## config.mk

```make
export PLATFORM = sky130hd
export DESIGN_NAME = crlf_frame_payload_extractor_top
export DESIGN_NICKNAME = d
export VERILOG_FILES = /design/src/crlf_pkg.sv /design/src/crlf_ctrl.sv /design/src/crlf_dpath.sv /design/src/crlf_frame_payload_extractor_top.sv
export SDC_FILE = /design/constraint.sdc
export NUM_CORES = 2
export LEC_CHECK = 0
export ABC_AREA = 1
export BUFFER_PORTS_ARGS = -buffer_cell sky130_fd_sc_hd__buf_2
export CORE_ASPECT_RATIO = 1.4
export CORE_MARGIN = 2
export CORE_UTILIZATION = 33
export CTS_CLUSTER_SIZE = 20
export DETAILED_ROUTE_END_ITERATION = 7
export PLACE_DENSITY = 0.53
export SYNTH_ARGS = -nofsm -noshare
export SYNTH_HDL_FRONTEND = slang
export SYNTH_SLANG_ARGS = --single-unit
export TNS_END_PERCENT = 10
```

## constraint.sdc

```tcl
create_clock -name clk -period 7.4 [get_ports clk]
set_clock_uncertainty 0.15 [all_clocks]
set_input_delay 1.11 -clock clk [delete_from_list [all_inputs] [get_ports clk]]
set_output_delay 1.11 -clock clk [all_outputs]
set_load 0.01 [all_outputs]
```

## src/crlf_pkg.sv

```systemverilog
`timescale 1ns / 1ps
// ----------------------------------------------------------------------------
// CR/LF frame extractor package
// Shared types, codes and constants for the frame payload extractor.
// ----------------------------------------------------------------------------
package crlf_pkg;

  localparam int PAYLOAD_BYTES_DEF = 16;
  localparam int RING_DEPTH_DEF    = 256;
  localparam int HDR_TO_PAYLOAD    = 9;
  localparam int IDX_W             = 6;

  localparam logic [7:0] LIMIT_RESET = 8'd10;

  localparam logic [7:0] CHAR_CR = 8'h0D;
  localparam logic [7:0] CHAR_LF = 8'h0A;
  localparam logic [7:0] CHAR_R  = 8'h52;
  localparam logic [7:0] CHAR_B  = 8'h42;
  localparam logic [7:0] CHAR_N  = 8'h4E;

  typedef enum logic {
    OP_BYTE = 1'b0,
    OP_TICK = 1'b1
  } op_t;

  typedef enum logic {
    KIND_PAYLOAD = 1'b0,
    KIND_STATUS  = 1'b1
  } kind_t;

  typedef struct packed {
    logic       operation;
    logic [7:0] rx_byte;
  } in_word_t;

  typedef struct packed {
    logic             result_kind;
    logic [7:0]       payload_byte;
    logic [IDX_W-1:0] payload_index;
    logic             last;
    logic             link_ok;
  } out_word_t;

  typedef enum logic [2:0] {
    ST_IDLE,
    ST_SCAN,
    ST_EMIT_RD,
    ST_EMIT_LD,
    ST_STATUS
  } state_t;

  typedef struct packed {
    logic byte_wr;
    logic tick;
    logic scan_start;
    logic scan_step;
    logic emit_start;
    logic emit_rd;
    logic emit_ld;
    logic status_ld;
  } cmd_t;

  typedef struct packed {
    logic frame_end;
    logic hit;
    logic scan_done;
    logic emit_last;
    logic out_full;
  } sts_t;

endpackage

```

## src/crlf_ctrl.sv

```systemverilog
`timescale 1ns / 1ps
// ----------------------------------------------------------------------------
// CR/LF frame extractor controller
// Sequences byte intake, header scan, payload emission and status reports.
// ----------------------------------------------------------------------------
module crlf_ctrl
  import crlf_pkg::*;
(
  input  logic     clk,
  input  logic     rst,
  input  logic     in_valid,
  input  logic     in_op,
  output logic     in_ready,
  input  sts_t     sts,
  output cmd_t     cmd
);

  state_t state;
  state_t state_next;

  always_ff @(posedge clk) begin
    if (rst) begin
      state <= ST_IDLE;
    end else begin
      state <= state_next;
    end
  end

  always_comb begin
    state_next = state;
    cmd        = '0;
    in_ready   = 1'b0;
    unique case (state)
      ST_IDLE: begin
        in_ready = 1'b1;
        if (in_valid) begin
          if (in_op == OP_TICK) begin
            cmd.tick   = 1'b1;
            state_next = ST_STATUS;
          end else begin
            cmd.byte_wr = 1'b1;
            if (sts.frame_end) begin
              cmd.scan_start = 1'b1;
              state_next     = ST_SCAN;
            end
          end
        end
      end
      ST_SCAN: begin
        cmd.scan_step = 1'b1;
        if (sts.hit) begin
          cmd.emit_start = 1'b1;
          state_next     = ST_EMIT_RD;
        end else if (sts.scan_done) begin
          state_next = ST_IDLE;
        end
      end
      ST_EMIT_RD: begin
        if (!sts.out_full) begin
          cmd.emit_rd = 1'b1;
          state_next  = ST_EMIT_LD;
        end
      end
      ST_EMIT_LD: begin
        cmd.emit_ld = 1'b1;
        state_next  = sts.emit_last ? ST_IDLE : ST_EMIT_RD;
      end
      ST_STATUS: begin
        if (!sts.out_full) begin
          cmd.status_ld = 1'b1;
          state_next    = ST_IDLE;
        end
      end
      default: begin
        state_next = ST_IDLE;
      end
    endcase
  end

endmodule

```

## src/crlf_dpath.sv

```systemverilog
`timescale 1ns / 1ps
// ----------------------------------------------------------------------------
// CR/LF frame extractor datapath
// Byte ring, backward header window, payload reader, watchdog and output word.
// ----------------------------------------------------------------------------
module crlf_dpath
  import crlf_pkg::*;
#(
  parameter int PAYLOAD_BYTES = PAYLOAD_BYTES_DEF,
  parameter int RING_DEPTH    = RING_DEPTH_DEF
) (
  input  logic       clk,
  input  logic       rst,
  input  cmd_t       cmd,
  output sts_t       sts,
  input  in_word_t   in_data,
  input  logic       cfg_wr_en,
  input  logic [7:0] cfg_wr_data,
  output logic       out_valid,
  input  logic       out_ready,
  output out_word_t  out_data
);

  localparam int AW = $clog2(RING_DEPTH);
  localparam int CW = $clog2(RING_DEPTH + 3);

  function automatic logic [AW-1:0] wrap_inc(input logic [AW-1:0] a);
    return (a == AW'(RING_DEPTH - 1)) ? '0 : a + AW'(1);
  endfunction

  function automatic logic [AW-1:0] wrap_dec(input logic [AW-1:0] a);
    return (a == '0) ? AW'(RING_DEPTH - 1) : a - AW'(1);
  endfunction

  logic [7:0]            mem [RING_DEPTH];
  logic [RING_DEPTH-1:0] vld;
  logic [AW-1:0]         wr_pos;
  logic [7:0]            prev_byte;

  logic                  rd_en;
  logic [AW-1:0]         rd_addr;
  logic [7:0]            rd_data;

  logic [AW-1:0]         scan_addr;
  logic [AW-1:0]         pend_addr;
  logic [CW-1:0]         issued;
  logic [CW-1:0]         recv;
  logic                  rd_pending;
  logic                  issue_ok;
  logic [7:0]            w0;
  logic [7:0]            w1;
  logic [7:0]            w2;
  logic [AW-1:0]         w0_addr;

  logic [AW-1:0]         em_addr;
  logic [AW:0]           em_sum;
  logic [IDX_W-1:0]      k;

  logic [7:0]            silence_limit;
  logic [7:0]            silence_count;
  logic                  link_flag;

  // Ring write and registered read; an entry never written reads as zero.
  always_ff @(posedge clk) begin
    if (cmd.byte_wr) begin
      mem[wr_pos] <= in_data.rx_byte;
    end
    if (rd_en) begin
      rd_data <= vld[rd_addr] ? mem[rd_addr] : 8'h00;
    end
  end

  always_ff @(posedge clk) begin
    if (rst) begin
      vld       <= '0;
      wr_pos    <= '0;
      prev_byte <= 8'h00;
    end else if (cmd.byte_wr) begin
      vld[wr_pos] <= 1'b1;
      wr_pos      <= wrap_inc(wr_pos);
      prev_byte   <= in_data.rx_byte;
    end
  end

  assign issue_ok = (issued != CW'(RING_DEPTH + 2));

  always_comb begin
    rd_en   = 1'b0;
    rd_addr = scan_addr;
    if (cmd.scan_step && issue_ok) begin
      rd_en = 1'b1;
    end else if (cmd.emit_rd) begin
      rd_en   = 1'b1;
      rd_addr = em_addr;
    end
  end

  // Backward scan: stream reads from LF+2 downward, shift into a 3-byte window.
  always_ff @(posedge clk) begin
    if (rst) begin
      rd_pending <= 1'b0;
      issued     <= '0;
      recv       <= '0;
    end else if (cmd.scan_start) begin
      rd_pending <= 1'b0;
      issued     <= '0;
      recv       <= '0;
      scan_addr  <= wrap_inc(wrap_inc(wr_pos));
    end else if (cmd.scan_step) begin
      rd_pending <= issue_ok;
      if (issue_ok) begin
        issued    <= issued + CW'(1);
        scan_addr <= wrap_dec(scan_addr);
        pend_addr <= scan_addr;
      end
      if (rd_pending) begin
        w0      <= rd_data;
        w1      <= w0;
        w2      <= w1;
        w0_addr <= pend_addr;
        recv    <= recv + CW'(1);
      end
    end
  end

  assign em_sum = {1'b0, w0_addr} + (AW + 1)'(HDR_TO_PAYLOAD);

  always_ff @(posedge clk) begin
    if (cmd.emit_start) begin
      em_addr <= (em_sum >= (AW + 1)'(RING_DEPTH)) ? AW'(em_sum - (AW + 1)'(RING_DEPTH))
                                                  : AW'(em_sum);
      k       <= '0;
    end else begin
      if (cmd.emit_rd) begin
        em_addr <= wrap_inc(em_addr);
      end
      if (cmd.emit_ld) begin
        k <= k + IDX_W'(1);
      end
    end
  end

  // Silence watchdog and limit register.
  always_ff @(posedge clk) begin
    if (rst) begin
      silence_limit <= LIMIT_RESET;
      silence_count <= LIMIT_RESET;
      link_flag     <= 1'b0;
    end else begin
      if (cfg_wr_en) begin
        silence_limit <= cfg_wr_data;
      end
      if (cmd.byte_wr) begin
        silence_count <= 8'h00;
      end else if (cmd.tick) begin
        if (silence_count >= silence_limit) begin
          link_flag <= 1'b0;
        end else begin
          link_flag     <= 1'b1;
          silence_count <= silence_count + 8'd1;
        end
      end
    end
  end

  // Output register; loads only when empty.
  always_ff @(posedge clk) begin
    if (rst) begin
      out_valid <= 1'b0;
    end else if (cmd.emit_ld || cmd.status_ld) begin
      out_valid <= 1'b1;
    end else if (out_ready) begin
      out_valid <= 1'b0;
    end
  end

  always_ff @(posedge clk) begin
    if (cmd.emit_ld) begin
      out_data.result_kind   <= KIND_PAYLOAD;
      out_data.payload_byte  <= rd_data;
      out_data.payload_index <= k;
      out_data.last          <= (k == IDX_W'(PAYLOAD_BYTES - 1));
      out_data.link_ok       <= 1'b0;
    end else if (cmd.status_ld) begin
      out_data.result_kind   <= KIND_STATUS;
      out_data.payload_byte  <= 8'h00;
      out_data.payload_index <= '0;
      out_data.last          <= 1'b0;
      out_data.link_ok       <= link_flag;
    end
  end

  always_comb begin
    sts.frame_end = (prev_byte == CHAR_CR) && (in_data.rx_byte == CHAR_LF);
    sts.hit       = (recv >= CW'(3)) && (w0 == CHAR_R) && (w1 == CHAR_B) && (w2 == CHAR_N);
    sts.scan_done = (recv == CW'(RING_DEPTH + 2));
    sts.emit_last = (k == IDX_W'(PAYLOAD_BYTES - 1));
    sts.out_full  = out_valid;
  end

  a_load_empty: assert property (@(posedge clk) disable iff (rst)
    (cmd.emit_ld || cmd.status_ld) |-> !out_valid)
    else $error("result loaded over a pending word");

  a_emit_order: assert property (@(posedge clk) disable iff (rst)
    cmd.emit_ld |-> $past(cmd.emit_rd))
    else $error("payload load without a preceding ring read");

  a_pending_src: assert property (@(posedge clk) disable iff (rst)
    (rd_pending && cmd.scan_step) |-> $past(cmd.scan_step || cmd.scan_start) && $past(rd_en))
    else $error("scan window shift without an issued read");

endmodule

```

## src/crlf_frame_payload_extractor_top.sv

```systemverilog
`timescale 1ns / 1ps
// ----------------------------------------------------------------------------
// CR/LF frame payload extractor
// Keeps a ring of received bytes, pulls the payload of each RBN frame on CR LF
// and reports link status from a silence watchdog on every timer tick.
// ----------------------------------------------------------------------------
// A byte without frame end is stored and the block stays idle; a tick loads its
//   status word once the output register is free.
// Frame end: the backward scan reads back through the ring; on an RBN hit each
//   payload byte is read from the ring, then loaded (the output register
//   drains before it reloads). No new input word is taken until this is done.
// Reset clears the sequencer state and the ring valid bits at once; no sweep.
// ----------------------------------------------------------------------------
module crlf_frame_payload_extractor_top
  import crlf_pkg::*;
#(
  parameter int PAYLOAD_BYTES = PAYLOAD_BYTES_DEF,
  parameter int RING_DEPTH    = RING_DEPTH_DEF
) (
  input  logic       clk,
  input  logic       rst,
  input  logic       in_valid,
  output logic       in_ready,
  input  in_word_t   in_data,
  output logic       out_valid,
  input  logic       out_ready,
  output out_word_t  out_data,
  input  logic       cfg_wr_en,
  input  logic [7:0] cfg_wr_data
);

  // Command and status between sequencer and datapath.
  cmd_t cmd;
  sts_t sts;

  // Sequencer: take a word in idle, then scan, emit or report.
  crlf_ctrl u_ctrl (
    .clk      (clk),
    .rst      (rst),
    .in_valid (in_valid),
    .in_op    (in_data.operation),
    .in_ready (in_ready),
    .sts      (sts),
    .cmd      (cmd)
  );

  // Datapath: ring, header window, payload reader, watchdog, output register.
  crlf_dpath #(
    .PAYLOAD_BYTES (PAYLOAD_BYTES),
    .RING_DEPTH    (RING_DEPTH)
  ) u_dpath (
    .clk         (clk),
    .rst         (rst),
    .cmd         (cmd),
    .sts         (sts),
    .in_data     (in_data),
    .cfg_wr_en   (cfg_wr_en),
    .cfg_wr_data (cfg_wr_data),
    .out_valid   (out_valid),
    .out_ready   (out_ready),
    .out_data    (out_data)
  );

endmodule
```

==> results by stage <==
Status:
- The run finished with clean final reports.

Logic synthesis:
- The net count after synthesis is 9095.
- After synthesis the cells add up to 99220 µm².
- The synthesized netlist devotes 0.2774% of its cell area to adder and majority cells.
- The number of warnings printed during yosys synthesis is 0.
- In this run, synthesis inferred 2127 flip-flops with an integrated enable.
- By area, the combinational part of the netlist is dominated by simple AND/OR/NAND/NOR gates.
- Summing the areas of all compound-gate instances in the mapped netlist gives less than 1% of the synthesized area.
- For this run, asynchronously set or reset flops after synthesis account for 0%.
- The number of different library cells in the post-synthesis netlist is between 40 and 50.
- The mean instance size in the synthesized netlist is ~11 µm².
- Counting flops and latches in the post-synthesis netlist gives 2447.
- The count of mapped cells out of synthesis is 9051.
- Among all flip-flop cells after synthesis, the most frequent one is sky130_fd_sc_hd__edfxtp_1.
- The multiplexer share of the synthesized area is less than 1%.
- The share of the synthesized netlist area taken by xor and xnor gates is 0.2119%.
- The share of the Yosys chip area taken by registers is about 71%.
- The simple-gate area share of the yosys netlist is 24.69%.

Setup path:
- In this run the critical register-to-register path is launched from u_ctrl.state[1].
- The capturing point of the worst reg2reg path is u_dpath.rd_data[7].
- The critical path data required time is 7.87 ns.
- STA classifies the critical path endpoint as a flop.
- Of all nets on the critical path, the largest fanout is around 110.
- For flop-to-flop paths, the worst setup slack is between 2 and 2.5 ns.
- At the worst endpoint, the arrival time is between 5 and 6 ns.
- The kind of launch point of the worst setup path is a flop.
- The category of the most critical setup path is reg -> reg.
- Measured in cells, the most critical reg-to-reg path has a length of 17.
- The most critical setup path has its endpoint at u_dpath.rd_data[7].
- In this run the worst setup path begins at u_ctrl.state[1].

GRT:
- After global routing the overflow that remains totals 0.
- The initial antenna violation count is 14.
- Global routing consumed, over all layers together, 18.61% of the routing resources.
- The maximum number of pins on one net before global-route repair is 200.
- The number of global-route vias before repair was between 60000 and 70000.
- The first global-routing pass estimated roughly 430000 µm of wire.

Clocking:
- The worst-skew pair later-pin latency is 0.89 ns.
- The number of gates resized after CTS was 0.
- The CTS clock-pin slew for the worst setup and hold paths is around 0.060 ns.
- TritonCTS created 221 clock buffers.
- The TritonCTS clock tree is built.
- The post-cts hold buffer count is 0.
- The clock tree buffer depth is 4.
- The number of setup buffers added after CTS is 0.
- CTS placed an instance of sky130_fd_sc_hd__clkbuf_16 at the clock tree root.
- The H-tree depth is 4.
- The clock net in this run drives a total of 2447 sinks.

Timing:
- Setup repair after global routing left no endpoint under its margin.
- The tightest slew margin relative to the limit is 17.30%.
- The count of endpoints failing hold in the final timing report is 0.
- The transition at the pin with the smallest max-transition slack is 1.239 ns.
- The final-report setup violation count is 0.
- The worst path uses 68.69% of the clock period.
- Static timing analysis puts the maximum clock frequency at just under 200 MHz.
- The setup TNS is 0 ns.
- The number of pins with negative max-slew slack in the final report is 0.
- Counting I/O delays and the setup requirement, the final critical path takes 5.083 ns.

Layout:
- The area growth from synthesis to layout is 11.04%.
- The post-layout net count is 8904.
- The fraction of layout cells with a size suffix above 1 is about 5.7%.
- In the final layout, the multi-input gates occupy 25700 µm².
- The storage element area is 70280 µm².
- The share of the core filled with cells in the final layout is 36.78%.
- Fill cells in the final layout number 29270.

Hold path:
- The type of the most critical hold path is reg -> reg.

Detailed routing:
- The final wirelength is 292100 µm.
- In the routed design, unresolved DRC markers number 0.
- The count of antenna-violating nets left after detailed routing is 0.
- The count of TritonRoute iterations in the first routing pass is 8.
- The initial DRC count is about 7000.
- The via count of the routed design is slightly below 70000.
- After detailed routing, the average wire length per cell comes to approximately 22 µm.
- The mean number of vias per cell is slightly above 5.

Floorplan:
- The floorplan step defined a die boundary enclosing 305100 µm².
- The horizontal die dimension is 467.4 µm.
- The core region is approximately 300000 µm².
- The boundary pin count is 41.
- Measured along the y axis, the die boundary spans roughly 650 µm.
- The total number of placement rows is ~240.
- The starting density of the core is 33.12%.

Power and ir drop:
- The analysis attributes to cell leakage a power of 37.81 nW.
- Power comes to 28.07 mW.
- The worst-case IR drop observed on VDD is 0.0001797 V.
- Power spread over the standard cell area amounts to 254.8 nW/µm².

Placement:
- The global placer's final weighted congestion is between 0.8 and 0.9.
- The wire-length estimate of the detail-placed layout is 164100 µm.
- Port buffering added 40 buffers.

Run:
- The count of max-cap constraint violations is 0.
-- cells in the final DEF, fill, tap and decap left out, drive strengths merged, types with 2 or more instances in the layout --
master    count
xor2         15
nor4          8
o211ai        2
nand3b        3
nand2      2398
clkinv       75
o31ai         2
or2           2
nand4        24
nand3      2342
diode         5
clkinvlp      3
nor2        890
o21ai        48
edfxtp     2127
ha           22
dfxtp       320
buf         155
nor3b         4
a21oi        38
clkbuf      317
o22ai        18
inv         183
nor3         19
bufinv       12
xnor2         9
-- metal layers --
metal	track usage (%)	share of wire, %	vias to the layer above
li1	-	-	31080
met1	23.89	40	33390
met2	31.83	49	2493
met3	2.036	6.3	515
met4	7.766	4.2	2
met5	0	0.0045	-
-- Yosys cell counts, types with 15 or more instances --
master                     instances  area (µm²)
sky130_fd_sc_hd__nand3_1        2341       11720
sky130_fd_sc_hd__o22ai_1          18       112.6
sky130_fd_sc_hd__xor2_1           15       131.4
sky130_fd_sc_hd__nand2_1        2395        8990
sky130_fd_sc_hd__buf_2           329        1647
sky130_fd_sc_hd__nand4_1          23       143.9
sky130_fd_sc_hd__clkbuf_1        175       656.9
sky130_fd_sc_hd__nor2_1          880        3303
sky130_fd_sc_hd__nor3_1           18       90.09
sky130_fd_sc_hd__ha_1             22       275.3
sky130_fd_sc_hd__inv_1           173       649.4
sky130_fd_sc_hd__edfxtp_1       2127       63870
sky130_fd_sc_hd__buf_1            48       180.2
sky130_fd_sc_hd__a21oi_1          38       190.2
sky130_fd_sc_hd__dfxtp_1         320        6406
sky130_fd_sc_hd__o21ai_0          40       200.2
sky130_fd_sc_hd__buf_4            15       112.6
-- area by class of cell --
cell class,instances,share of cell area (%)
inverters,185,0.6416
multi-input cells,5850,23.32
diodes,5,0.01136
repair buffers,155,1.399
clock inverters,88,0.6757
flip-flops and latches,2447,63.79
clock buffers,317,5.667
well taps,3960,4.497
-- kinds of logic (layout without fill, tap and decap cells) --
group / count (synthesis) / in the layout
simple gates: 5692 / 5692
flops: 2447 / 2447
buf+inv: 754 / 745
compound gates: 111 / 111
xor+xnor: 24 / 24
fa+ha+maj: 22 / 22
mux: 1 / 1
other cells: 0 / 5
-- worst max-delay path, cell delays in order (launching register included) --
cell                      delay, ns
sky130_fd_sc_hd__dfxtp_1       0.34
sky130_fd_sc_hd__inv_2         0.06
sky130_fd_sc_hd__nor2_4        0.16
sky130_fd_sc_hd__nand3_4       0.19
sky130_fd_sc_hd__nand2_2       0.62
sky130_fd_sc_hd__nand2_8       0.61
sky130_fd_sc_hd__buf_12        0.42
sky130_fd_sc_hd__buf_4         0.34
sky130_fd_sc_hd__nand2_1       0.10
sky130_fd_sc_hd__nand3_1       0.06
sky130_fd_sc_hd__nand3_1       0.15
sky130_fd_sc_hd__nand3_1       0.13
sky130_fd_sc_hd__nand3_1       0.23
sky130_fd_sc_hd__nand3_1       0.24
sky130_fd_sc_hd__nand3_1       0.17
sky130_fd_sc_hd__nand3_1       0.33
sky130_fd_sc_hd__nand2_2       0.34
sky130_fd_sc_hd__nor2_2        0.07
-- worst min path at each step --
stage | slack, ns | start | cells after the start | to
final | 0.27 | u_dpath.pend_addr[6] | 0 | u_dpath.w0_addr[6]
after global routing | 0.28 | u_dpath.pend_addr[6] | 0 | u_dpath.w0_addr[6]
after CTS | 0.26 | cfg_wr_data[3] | 3 | u_dpath.silence_limit[3]
after detailed placement | 0.25 | u_dpath.pend_addr[1] | 0 | u_dpath.w0_addr[1]
after global placement | 0.26 | u_dpath.pend_addr[4] | 0 | u_dpath.w0_addr[4]
after floorplan | 0.25 | u_dpath.pend_addr[0] | 0 | u_dpath.w0_addr[0]
-- per-stage QoR --
step	hold slack (ns)	instance area, µm²	cells	setup WS, ns
floorplan	0.2503	99220	9051	4.071
global placement	0.2552	103200	12600	1.974
detailed placement	0.2545	103200	12600	2.005
CTS	0.2626	110200	13000	2.354
global route	0.2776	110200	13000	2.085
finish	0.2688	110200	13010	2.317
-- where the power goes --
group	internal, mW	total, mW	leakage, nW	switching (mW)
clock	6.27	11.3	3.44	5.03
sequential	15.0	15.0	21.7	0.0302
combinational	0.397	1.73	12.7	1.33
-- registers in the layout (all words and copies together) (netlist names), 9 cells and up --
signal and flops:
u_dpath.issued 9, u_dpath.mem 2048, u_dpath.out_data 17, u_dpath.recv 9
u_dpath.vld 256
Note: power is estimated with default switching activity, not from simulation.
